File: src/rtl/swba_pkg.sv
`timescale 1ns / 1ps
`default_nettype none
// ---------------------------------------------------------------------------
// swba_pkg
// Shared constants, types and helpers of the stereo waveform bin averager.
// ---------------------------------------------------------------------------
package swba_pkg;

	localparam int SAMPLE_BITS = 16;
	localparam int LEVEL_BITS  = 16;
	localparam int COUNT_BITS  = 16;
	localparam int POS_BITS    = 16;
	localparam int SPB_BITS    = 16;
	localparam int SUM_BITS    = SAMPLE_BITS + COUNT_BITS;
	localparam int ITER_BITS   = $clog2(SAMPLE_BITS + 1);

	localparam int PADDR_BITS = 3;
	localparam int PDATA_BITS = 32;

	localparam int QUEUE_DEPTH = 2;
	localparam int QPTR_BITS   = (QUEUE_DEPTH > 1) ? $clog2(QUEUE_DEPTH) : 1;
	localparam int QCNT_BITS   = $clog2(QUEUE_DEPTH + 1);

	// Register word index, taken from paddr[2]
	localparam logic REG_SAMPLES_PER_BIN = 1'b0;

	localparam logic [SPB_BITS-1:0] SPB_RESET = SPB_BITS'(1);

	// Largest level seen on the output port
	localparam logic [LEVEL_BITS-1:0] LEVEL_MAX =
		(SAMPLE_BITS > LEVEL_BITS) ? {LEVEL_BITS{1'b1}} : LEVEL_BITS'(1 << (SAMPLE_BITS - 1));

	// One closed bin on its way to the divider
	typedef struct packed {
		logic [SUM_BITS-1:0]   left_sum;
		logic [SUM_BITS-1:0]   right_sum;
		logic [COUNT_BITS-1:0] left_count;
		logic [COUNT_BITS-1:0] right_count;
		logic                  last;
	} bin_rec_t;

	// Absolute value; the most negative code maps to 2^(SAMPLE_BITS-1)
	function automatic logic [SAMPLE_BITS-1:0] magnitude(input logic signed [SAMPLE_BITS-1:0] s);
		logic [SAMPLE_BITS-1:0] v;
		begin
			v = s;
			magnitude = v[SAMPLE_BITS-1] ? (~v + SAMPLE_BITS'(1)) : v;
		end
	endfunction

endpackage
`default_nettype wire

File: src/rtl/swba_front.sv
`timescale 1ns / 1ps
`default_nettype none
// ---------------------------------------------------------------------------
// swba_front
// Accepts sample pairs, accumulates magnitudes and nonzero counts of the
// open bin, and hands each closed bin to the queue.
// ---------------------------------------------------------------------------
module swba_front
	import swba_pkg::*;
(
	input  wire logic                          clk,
	input  wire logic                          arst_n,
	input  wire logic                          in_valid,
	output logic                               in_ready,
	input  wire logic signed [SAMPLE_BITS-1:0] left_sample,
	input  wire logic signed [SAMPLE_BITS-1:0] right_sample,
	input  wire logic                          frame_end,
	input  wire logic [SPB_BITS-1:0]           samples_per_bin,
	input  wire logic                          q_full,
	output logic                               q_push,
	output bin_rec_t                           q_wdata
);

	logic [SUM_BITS-1:0]    lsum_q, rsum_q, lsum_nxt, rsum_nxt;
	logic [COUNT_BITS-1:0]  lcnt_q, rcnt_q, lcnt_nxt, rcnt_nxt;
	logic [POS_BITS-1:0]    pos_q, pos_inc;
	logic [SAMPLE_BITS-1:0] mag_l, mag_r;
	logic [SPB_BITS-1:0]    bin_size;
	logic                   closes, accept;

	always_comb begin
		mag_l    = magnitude(left_sample);
		mag_r    = magnitude(right_sample);
		bin_size = (samples_per_bin == '0) ? SPB_BITS'(1) : samples_per_bin;
		pos_inc  = pos_q + POS_BITS'(1);
		// close on frame end, on a full bin, or when the position wraps
		closes   = frame_end || (pos_inc >= bin_size) || (pos_inc == '0);
		lsum_nxt = lsum_q + SUM_BITS'(mag_l);
		rsum_nxt = rsum_q + SUM_BITS'(mag_r);
		lcnt_nxt = lcnt_q + COUNT_BITS'(mag_l != '0);
		rcnt_nxt = rcnt_q + COUNT_BITS'(mag_r != '0);
	end

	// only a closing pair needs room in the queue
	assign in_ready = !q_full || !closes;
	assign accept   = in_valid && in_ready;
	assign q_push   = accept && closes;

	always_comb begin
		q_wdata.left_sum    = lsum_nxt;
		q_wdata.right_sum   = rsum_nxt;
		q_wdata.left_count  = lcnt_nxt;
		q_wdata.right_count = rcnt_nxt;
		q_wdata.last        = frame_end;
	end

	always_ff @(posedge clk or negedge arst_n) begin
		if (!arst_n) begin
			lsum_q <= '0;
			rsum_q <= '0;
			lcnt_q <= '0;
			rcnt_q <= '0;
			pos_q  <= '0;
		end else if (accept) begin
			if (closes) begin
				lsum_q <= '0;
				rsum_q <= '0;
				lcnt_q <= '0;
				rcnt_q <= '0;
				pos_q  <= '0;
			end else begin
				lsum_q <= lsum_nxt;
				rsum_q <= rsum_nxt;
				lcnt_q <= lcnt_nxt;
				rcnt_q <= rcnt_nxt;
				pos_q  <= pos_inc;
			end
		end
	end

endmodule
`default_nettype wire

File: src/rtl/swba_queue.sv
`timescale 1ns / 1ps
`default_nettype none
// ---------------------------------------------------------------------------
// swba_queue
// Short queue of closed bins between the accumulator and the divider.
// ---------------------------------------------------------------------------
module swba_queue
	import swba_pkg::*;
(
	input  wire logic     clk,
	input  wire logic     arst_n,
	input  wire logic     push,
	input  wire bin_rec_t wdata,
	input  wire logic     pop,
	output bin_rec_t      rdata,
	output logic          full,
	output logic          empty
);

	bin_rec_t              entry_q [QUEUE_DEPTH];
	logic [QPTR_BITS-1:0]  wr_ptr_q, rd_ptr_q;
	logic [QCNT_BITS-1:0]  count_q;
	logic                  do_push, do_pop;

	assign full    = (count_q == QCNT_BITS'(QUEUE_DEPTH));
	assign empty   = (count_q == '0);
	assign do_push = push && !full;
	assign do_pop  = pop && !empty;
	assign rdata   = entry_q[rd_ptr_q];

	function automatic logic [QPTR_BITS-1:0] next_ptr(input logic [QPTR_BITS-1:0] p);
		next_ptr = (p == QPTR_BITS'(QUEUE_DEPTH - 1)) ? '0 : p + QPTR_BITS'(1);
	endfunction

	always_ff @(posedge clk) begin
		if (do_push) begin
			entry_q[wr_ptr_q] <= wdata;
		end
	end

	always_ff @(posedge clk or negedge arst_n) begin
		if (!arst_n) begin
			wr_ptr_q <= '0;
			rd_ptr_q <= '0;
			count_q  <= '0;
		end else begin
			if (do_push) begin
				wr_ptr_q <= next_ptr(wr_ptr_q);
			end
			if (do_pop) begin
				rd_ptr_q <= next_ptr(rd_ptr_q);
			end
			if (do_push && !do_pop) begin
				count_q <= count_q + QCNT_BITS'(1);
			end else if (do_pop && !do_push) begin
				count_q <= count_q - QCNT_BITS'(1);
			end
		end
	end

endmodule
`default_nettype wire

File: src/rtl/swba_div.sv
`timescale 1ns / 1ps
`default_nettype none
// ---------------------------------------------------------------------------
// swba_div
// Takes a closed bin from the queue, divides both channel sums by their
// nonzero counts one quotient bit per cycle, and holds the result in the
// output register.
// ---------------------------------------------------------------------------
module swba_div
	import swba_pkg::*;
(
	input  wire logic     clk,
	input  wire logic     arst_n,
	input  wire logic     q_empty,
	input  wire bin_rec_t q_rdata,
	output logic          q_pop,
	output logic          out_valid,
	input  wire logic     out_ready,
	output logic [LEVEL_BITS-1:0] left_level,
	output logic [LEVEL_BITS-1:0] right_level,
	output logic          last_of_frame
);

	localparam logic [1:0] ST_IDLE = 2'd0;
	localparam logic [1:0] ST_DIV  = 2'd1;
	localparam logic [1:0] ST_HOLD = 2'd2;

	logic [1:0]             state_q;
	logic [ITER_BITS-1:0]   iter_q;
	logic [COUNT_BITS-1:0]  l_rem_q, r_rem_q, l_div_q, r_div_q;
	logic [SAMPLE_BITS-1:0] l_dvd_q, r_dvd_q;
	logic                   l_zero_q, r_zero_q, last_q;
	logic                   out_valid_q, out_free;

	logic [COUNT_BITS:0]    l_trial, r_trial, l_diff, r_diff;
	logic                   l_ge, r_ge;
	logic [COUNT_BITS-1:0]  l_rem_nxt, r_rem_nxt;

	// Restoring step: the upper dividend bits are already below the divisor,
	// so SAMPLE_BITS steps give the whole quotient.
	always_comb begin
		l_trial   = {l_rem_q, l_dvd_q[SAMPLE_BITS-1]};
		r_trial   = {r_rem_q, r_dvd_q[SAMPLE_BITS-1]};
		l_diff    = l_trial - {1'b0, l_div_q};
		r_diff    = r_trial - {1'b0, r_div_q};
		l_ge      = (l_trial >= {1'b0, l_div_q});
		r_ge      = (r_trial >= {1'b0, r_div_q});
		l_rem_nxt = l_ge ? l_diff[COUNT_BITS-1:0] : l_trial[COUNT_BITS-1:0];
		r_rem_nxt = r_ge ? r_diff[COUNT_BITS-1:0] : r_trial[COUNT_BITS-1:0];
	end

	assign q_pop     = (state_q == ST_IDLE) && !q_empty;
	assign out_free  = !out_valid_q || out_ready;
	assign out_valid = out_valid_q;

	always_ff @(posedge clk or negedge arst_n) begin
		if (!arst_n) begin
			state_q     <= ST_IDLE;
			iter_q      <= '0;
			out_valid_q <= 1'b0;
		end else begin
			if (state_q == ST_HOLD && out_free) begin
				out_valid_q <= 1'b1;
			end else if (out_ready) begin
				out_valid_q <= 1'b0;
			end
			unique case (state_q)
				ST_IDLE: begin
					if (!q_empty) begin
						iter_q  <= '0;
						state_q <= ST_DIV;
					end
				end
				ST_DIV: begin
					iter_q <= iter_q + ITER_BITS'(1);
					if (iter_q == ITER_BITS'(SAMPLE_BITS - 1)) begin
						state_q <= ST_HOLD;
					end
				end
				ST_HOLD: begin
					if (out_free) begin
						state_q <= ST_IDLE;
					end
				end
				default: begin
					state_q <= ST_IDLE;
				end
			endcase
		end
	end

	always_ff @(posedge clk) begin
		if (q_pop) begin
			l_rem_q  <= q_rdata.left_sum[SUM_BITS-1:SAMPLE_BITS];
			r_rem_q  <= q_rdata.right_sum[SUM_BITS-1:SAMPLE_BITS];
			l_dvd_q  <= q_rdata.left_sum[SAMPLE_BITS-1:0];
			r_dvd_q  <= q_rdata.right_sum[SAMPLE_BITS-1:0];
			l_div_q  <= q_rdata.left_count;
			r_div_q  <= q_rdata.right_count;
			l_zero_q <= (q_rdata.left_count == '0);
			r_zero_q <= (q_rdata.right_count == '0);
			last_q   <= q_rdata.last;
		end else if (state_q == ST_DIV) begin
			l_rem_q <= l_rem_nxt;
			r_rem_q <= r_rem_nxt;
			l_dvd_q <= {l_dvd_q[SAMPLE_BITS-2:0], l_ge};
			r_dvd_q <= {r_dvd_q[SAMPLE_BITS-2:0], r_ge};
		end
		if (state_q == ST_HOLD && out_free) begin
			left_level    <= l_zero_q ? '0 : LEVEL_BITS'(l_dvd_q);
			right_level   <= r_zero_q ? '0 : LEVEL_BITS'(r_dvd_q);
			last_of_frame <= last_q;
		end
	end

endmodule
`default_nettype wire

File: src/rtl/stereo_waveform_bin_averager_top.sv
`timescale 1ns / 1ps
`default_nettype none
// ---------------------------------------------------------------------------
// stereo_waveform_bin_averager_top
// Top level: register port, accumulator front, bin queue and divider back.
// ---------------------------------------------------------------------------
// Sample pairs that do not close a bin are taken one per cycle. A closing
// pair (full bin or frame_end) goes into a two-entry queue; the divider
// takes one bin from it at a time: it loads the bin, works out one quotient
// bit per cycle for both channels at once, then loads the output register
// once the output is free, and only then takes the next bin. Input stalls
// only when a closing pair finds the queue full. samples_per_bin sits at
// word 0; a value of 0 acts as 1.
module stereo_waveform_bin_averager_top
	import swba_pkg::*;
(
	input  wire logic                          clk,
	input  wire logic                          arst_n,
	input  wire logic                          psel,
	input  wire logic                          penable,
	input  wire logic                          pwrite,
	input  wire logic [PADDR_BITS-1:0]         paddr,
	input  wire logic [PDATA_BITS-1:0]         pwdata,
	output logic [PDATA_BITS-1:0]              prdata,
	output logic                               pready,
	input  wire logic                          in_valid,
	output logic                               in_ready,
	input  wire logic signed [SAMPLE_BITS-1:0] left_sample,
	input  wire logic signed [SAMPLE_BITS-1:0] right_sample,
	input  wire logic                          frame_end,
	output logic                               out_valid,
	input  wire logic                          out_ready,
	output logic [LEVEL_BITS-1:0]              left_level,
	output logic [LEVEL_BITS-1:0]              right_level,
	output logic                               last_of_frame
);

	logic [SPB_BITS-1:0] spb_q;
	logic                cfg_wr;
	logic                q_push, q_pop, q_full, q_empty;
	bin_rec_t            q_wdata, q_rdata;

	assign pready = 1'b1;
	assign cfg_wr = psel && penable && pwrite && (paddr[2] == REG_SAMPLES_PER_BIN);
	assign prdata = (paddr[2] == REG_SAMPLES_PER_BIN) ? PDATA_BITS'(spb_q) : '0;

	always_ff @(posedge clk or negedge arst_n) begin
		if (!arst_n) begin
			spb_q <= SPB_RESET;
		end else if (cfg_wr) begin
			spb_q <= pwdata[SPB_BITS-1:0];
		end
	end

	swba_front u_front (
		.clk             (clk),
		.arst_n          (arst_n),
		.in_valid        (in_valid),
		.in_ready        (in_ready),
		.left_sample     (left_sample),
		.right_sample    (right_sample),
		.frame_end       (frame_end),
		.samples_per_bin (spb_q),
		.q_full          (q_full),
		.q_push          (q_push),
		.q_wdata         (q_wdata)
	);

	swba_queue u_queue (
		.clk    (clk),
		.arst_n (arst_n),
		.push   (q_push),
		.wdata  (q_wdata),
		.pop    (q_pop),
		.rdata  (q_rdata),
		.full   (q_full),
		.empty  (q_empty)
	);

	swba_div u_div (
		.clk           (clk),
		.arst_n        (arst_n),
		.q_empty       (q_empty),
		.q_rdata       (q_rdata),
		.q_pop         (q_pop),
		.out_valid     (out_valid),
		.out_ready     (out_ready),
		.left_level    (left_level),
		.right_level   (right_level),
		.last_of_frame (last_of_frame)
	);

endmodule
`default_nettype wire

File: config.mk
export PLATFORM = sky130hd
export DESIGN_NAME = stereo_waveform_bin_averager_top
export DESIGN_NICKNAME = d
export VERILOG_FILES = /design/src/rtl/swba_pkg.sv /design/src/rtl/swba_front.sv /design/src/rtl/swba_queue.sv /design/src/rtl/swba_div.sv /design/src/rtl/stereo_waveform_bin_averager_top.sv
export SDC_FILE = /design/constraint.sdc
export NUM_CORES = 1
export LEC_CHECK = 0
export ABC_AREA = 1
export BUFFER_PORTS_ARGS = -buffer_cell sky130_fd_sc_hd__buf_4
export CAP_MARGIN = 20
export CELL_PAD_IN_SITES_DETAIL_PLACEMENT = 1
export CELL_PAD_IN_SITES_GLOBAL_PLACEMENT = 2
export CORE_MARGIN = 3
export CORE_UTILIZATION = 41
export CTS_CLUSTER_DIAMETER = 120
export DETAILED_ROUTE_END_ITERATION = 10
export GPL_TIMING_DRIVEN = 1
export PLACE_DENSITY_LB_ADDON = 0.2
export RECOVER_POWER = 50
export SYNTH_ARGS = -nofsm -noshare
export SYNTH_HDL_FRONTEND = slang
export SYNTH_SLANG_ARGS = --single-unit
File: constraint.sdc
create_clock -name clk -period 11.65 [get_ports clk]
set_input_delay 3.495 -clock clk [delete_from_list [all_inputs] [get_ports clk]]
set_output_delay 3.495 -clock clk [all_outputs]
set_load 0.1 [all_outputs]
==> flow_summary.toml <==
[outcome]
outcome = "finished with violations"
failed_checks = "max-capacitance violations, max-slew violations"

[finish]
post_route_cells_drive_above_1_share_pct = 7.214
number_of_nets_in_the_finished_design = 3038
final_core_util_pct = 47.22
layout-area-overhead-vs-synth_pct = 12.71
layout_common_cells = "nand2_1 (1021), edfxtp_1 (326), inv_1 (261), nor2_1 (242), dfrtp_1 (139)"
layout.cells.most_common = "nand2_1"
number_of_antenna_repair_diodes = 0

[setup_path]
path_cells = "nor2_1 > nor3_1 > clkbuf_1 > inv_1 > clkbuf_1 > nand2_2 > clkbuf_2"
critPathKind = "reg -> reg"
timing.critical_path.slowest_stage_cell = "clkbuf_1"
cpMostUsedCell = "clkbuf_1"
critical_path_arrival_ns = 8.66
crit_path_start_kind = "register"
worst_ep_required_time_ns = 11.83
critical_path.endpoint_type = "register"
critical-path-max-stage-delay_ns = 4.67
crit_fanout = 148

[floorplan]
dieArea_mm2 = 0.06248
ios = 143
core_area_mm2 = 0.05825
floorplan.initialDensity_pct = 41.89
placementRows = 88
die_x_um = 250.0
fp.dieH_um = 250.0

[clock_tree]
tritoncts.num_buffers = 51
tritoncts = "done"
ctsHtreeMaxLevel = 2
worst_skew_pair.late_latency_ns = 0.60
ctsResizeCount = 0
post-cts-setup-buffer-count = 0
worst_setup_hold_path_clk_slew_ns = 0.06
ctsLongestPathBuffers = 3
ctsHoldBuffers = 0
numClockSinks = 466
clock-root-buffer = "clkbuf_16"

[logic_synthesis]
muxShareOfSynthArea_pct = 0
yosys.area_share.simple_pct = 24.43
asr_flop_ratio_synth_pct = 30.04
synth-edff-count = 326
yosysUniqueCellTypes = 43
syn-mean-instance-area_um2 = 8.805
synthCells = 2771
postSynthRegisterBits = 466
main_combinational_cell_family_by_area_after_synthesis = "simple AND/OR/NAND/NOR gates"
synth_flop_cell = "edfxtp_1"
synth_xor_area_share_pct = 4.415
ys_warn_count = 0
synthesized_cell_area_mm2 = 0.02440
synth-seq-area-share_pct = 54.48
synth_compound_gate_area_share_pct = 5.513
synthAdderAreaFrac_pct = 4.943

[placed_design]
dp.final_hpwl_um = 45140
port_buffers = 107
routabilityCongestion = 0.8406
place_ws_ns = 3.873

[power_and_ir_drop]
power_density_mw_per_mm2 = 247.4
power.leakage_nw = 12.51
ir_worst_vdd_uv = 123.1

[global_route]
grt_first_pass_wirelength_um = 104300
via_count_of_the_first_global_routing_pass = 19680
grt_max_degree = 149
grt_overflow = 0
antenna_violations_before_repair = 0
globalRouteTotalUtil_pct = 20.47

[routing]
drt_pass1_iterations = 5
route.detailed.vias_per_inst = 5.022
total_via_count_after_detailed_routing = 18460
drtIter0Drc = 837
drcViolationCount = 0
postRouteAntennaNets = 0
routedWlPerCell_um = 17.50
drt-total-wl_um = 64330

[sta]
drv_slew = 619
final.min_clock_period_ns = 8.484
clock-skew-final_ns = 0.01279
setup_slack_ns = 3.166
rsz0062_at_grt = "false"
timing.fmax_ghz = 0.1179
layout_worst_path_cycle_share_pct = 72.82
max-slew-margin-rel_pct = -348.8
final_hold_viol_count = 0
hold_ws_ns = 0.4141
setup_viol_count_final = 0
tightest_slew_ns = 6.732
tns_ns = 0

[flow_run]
max-cap-violations = 10

[hold_path]
hold_class = "reg -> reg"
-- final cells by class --
cell class | instances | area (um^2)
Fill cell | 6757 | 30740
Sequential cell | 466 | 13290
Multi-Input combinational cell | 1963 | 9661
Clock buffer | 71 | 1381
Inverter | 264 | 992.2
Tap cell | 765 | 957.2
Timing Repair Buffer | 123 | 889.6
Clock inverter | 24 | 326.6
-- power by group --
part / internal [W] / switching [W] / total [W]
registers: 0.00237 / 0.000179 / 0.00255
logic: 0.000809 / 0.00178 / 0.00259
clock network: 0.000986 / 0.000678 / 0.00166
total: 0.00417 / 0.00263 / 0.00680
-- flip-flops by register name (all words and copies together) (netlist names), 2 cells and up --
register,flops
u_div.r_dvd_q,16
u_front.lcnt_q,16
u_queue.entry_q,194
u_div.r_rem_q,16
u_div.r_div_q,16
u_div.right_level,16
spb_q,16
u_div.iter_q,5
u_front.rcnt_q,16
u_div.l_rem_q,16
u_front.pos_q,16
u_queue.count_q,2
u_div.l_dvd_q,16
u_front.lsum_q,32
u_div.l_div_q,16
u_div.left_level,16
u_div.state_q,2
u_front.rsum_q,32
-- critical path, delay by kind of cell (launching register included) --
kind	cells	cell delay, ns
buffers and inverters	4	6.99
and+or+nand+nor	3	0.53
DFF	1	0.41
-- metal layers --
layer / GRT usage, % / wire [um] / up-vias
met5: 0 / 0 / -
li1: - / - / 9184
met2: 34.19 / 29910 / 224
met3: 3.126 / 2218 / 77
met1: 28.20 / 31020 / 8975
met4: 4.731 / 1180 / 0
-- synth_stat cells (3+ instances only) --
cell type     n  share of area, %
a21o_1        5              0.15
edfxtp_1    326                40
nor4_1       16              0.41
a31oi_1      34              0.87
nand3_1     102               2.1
a21boi_0      4              0.12
o21bai_1      3             0.092
nand3b_1      5              0.15
buf_6         7              0.32
buf_2        17              0.35
xnor2_1      34               1.2
inv_1       261               4.0
nor3_1       41              0.84
nand2_1    1019                16
nand4_1      27              0.69
or2_2        13              0.33
xor2_1       89               3.2
buf_1         3             0.046
a21oi_1      97               2.0
nor2_2        3             0.077
ha_1         90               4.6
dfrtp_1     139                14
nor2_1      243               3.7
fa_1          4              0.33
clkbuf_1     46              0.71
o21ai_0      88               1.8
buf_4        18              0.55
o211ai_1     10              0.31
nor2_4        3              0.14
nand2_2       6              0.15
-- metrics by stage --
stage / power, W / std cells / cell area, um^2
CTS: 0.006828 / 3673 / 27570
global placement: 0.005031 / 3577 / 25840
global route: 0.007312 / 3676 / 27500
detailed placement: 0.005133 / 3578 / 25860
finish: 0.006803 / 3676 / 27500
floorplan: 0.004375 / 2786 / 24460
-- final timing paths --
kind	startpoint	endpoint	slack, ns	cells past startpoint
worst max-delay path	u_queue.count_q[0]$_DFFE_PN0P_	u_div.l_dvd_q[9]$_DFFE_PP_	3.17	7
worst min-delay path	u_div.last_q$_DFFE_PP_	u_div.last_of_frame$_DFFE_PP_	0.41	0
worst max register to register	u_queue.count_q[0]$_DFFE_PN0P_	u_div.l_dvd_q[9]$_DFFE_PP_	3.17	7
worst min register to register	u_div.last_q$_DFFE_PP_	u_div.last_of_frame$_DFFE_PP_	0.41	0
max in group asynchronous	arst_n	u_queue.count_q[1]$_DFFE_PN0P_	3.36	2
min in group asynchronous	arst_n	u_front.lsum_q[3]$_DFFE_PN0P_	4.62	1
-- cell families (layout without fill, tap and decap cells) --
kind of cell,count (synthesis),after routing
simple gates,1482,1482
fa+ha+maj,94,94
compound gates,247,247
xor+xnor,123,123
buf+inv,357,482
flops,466,466
other cells,2,17
No activity file was read; power rests on OpenSTA's default activity.
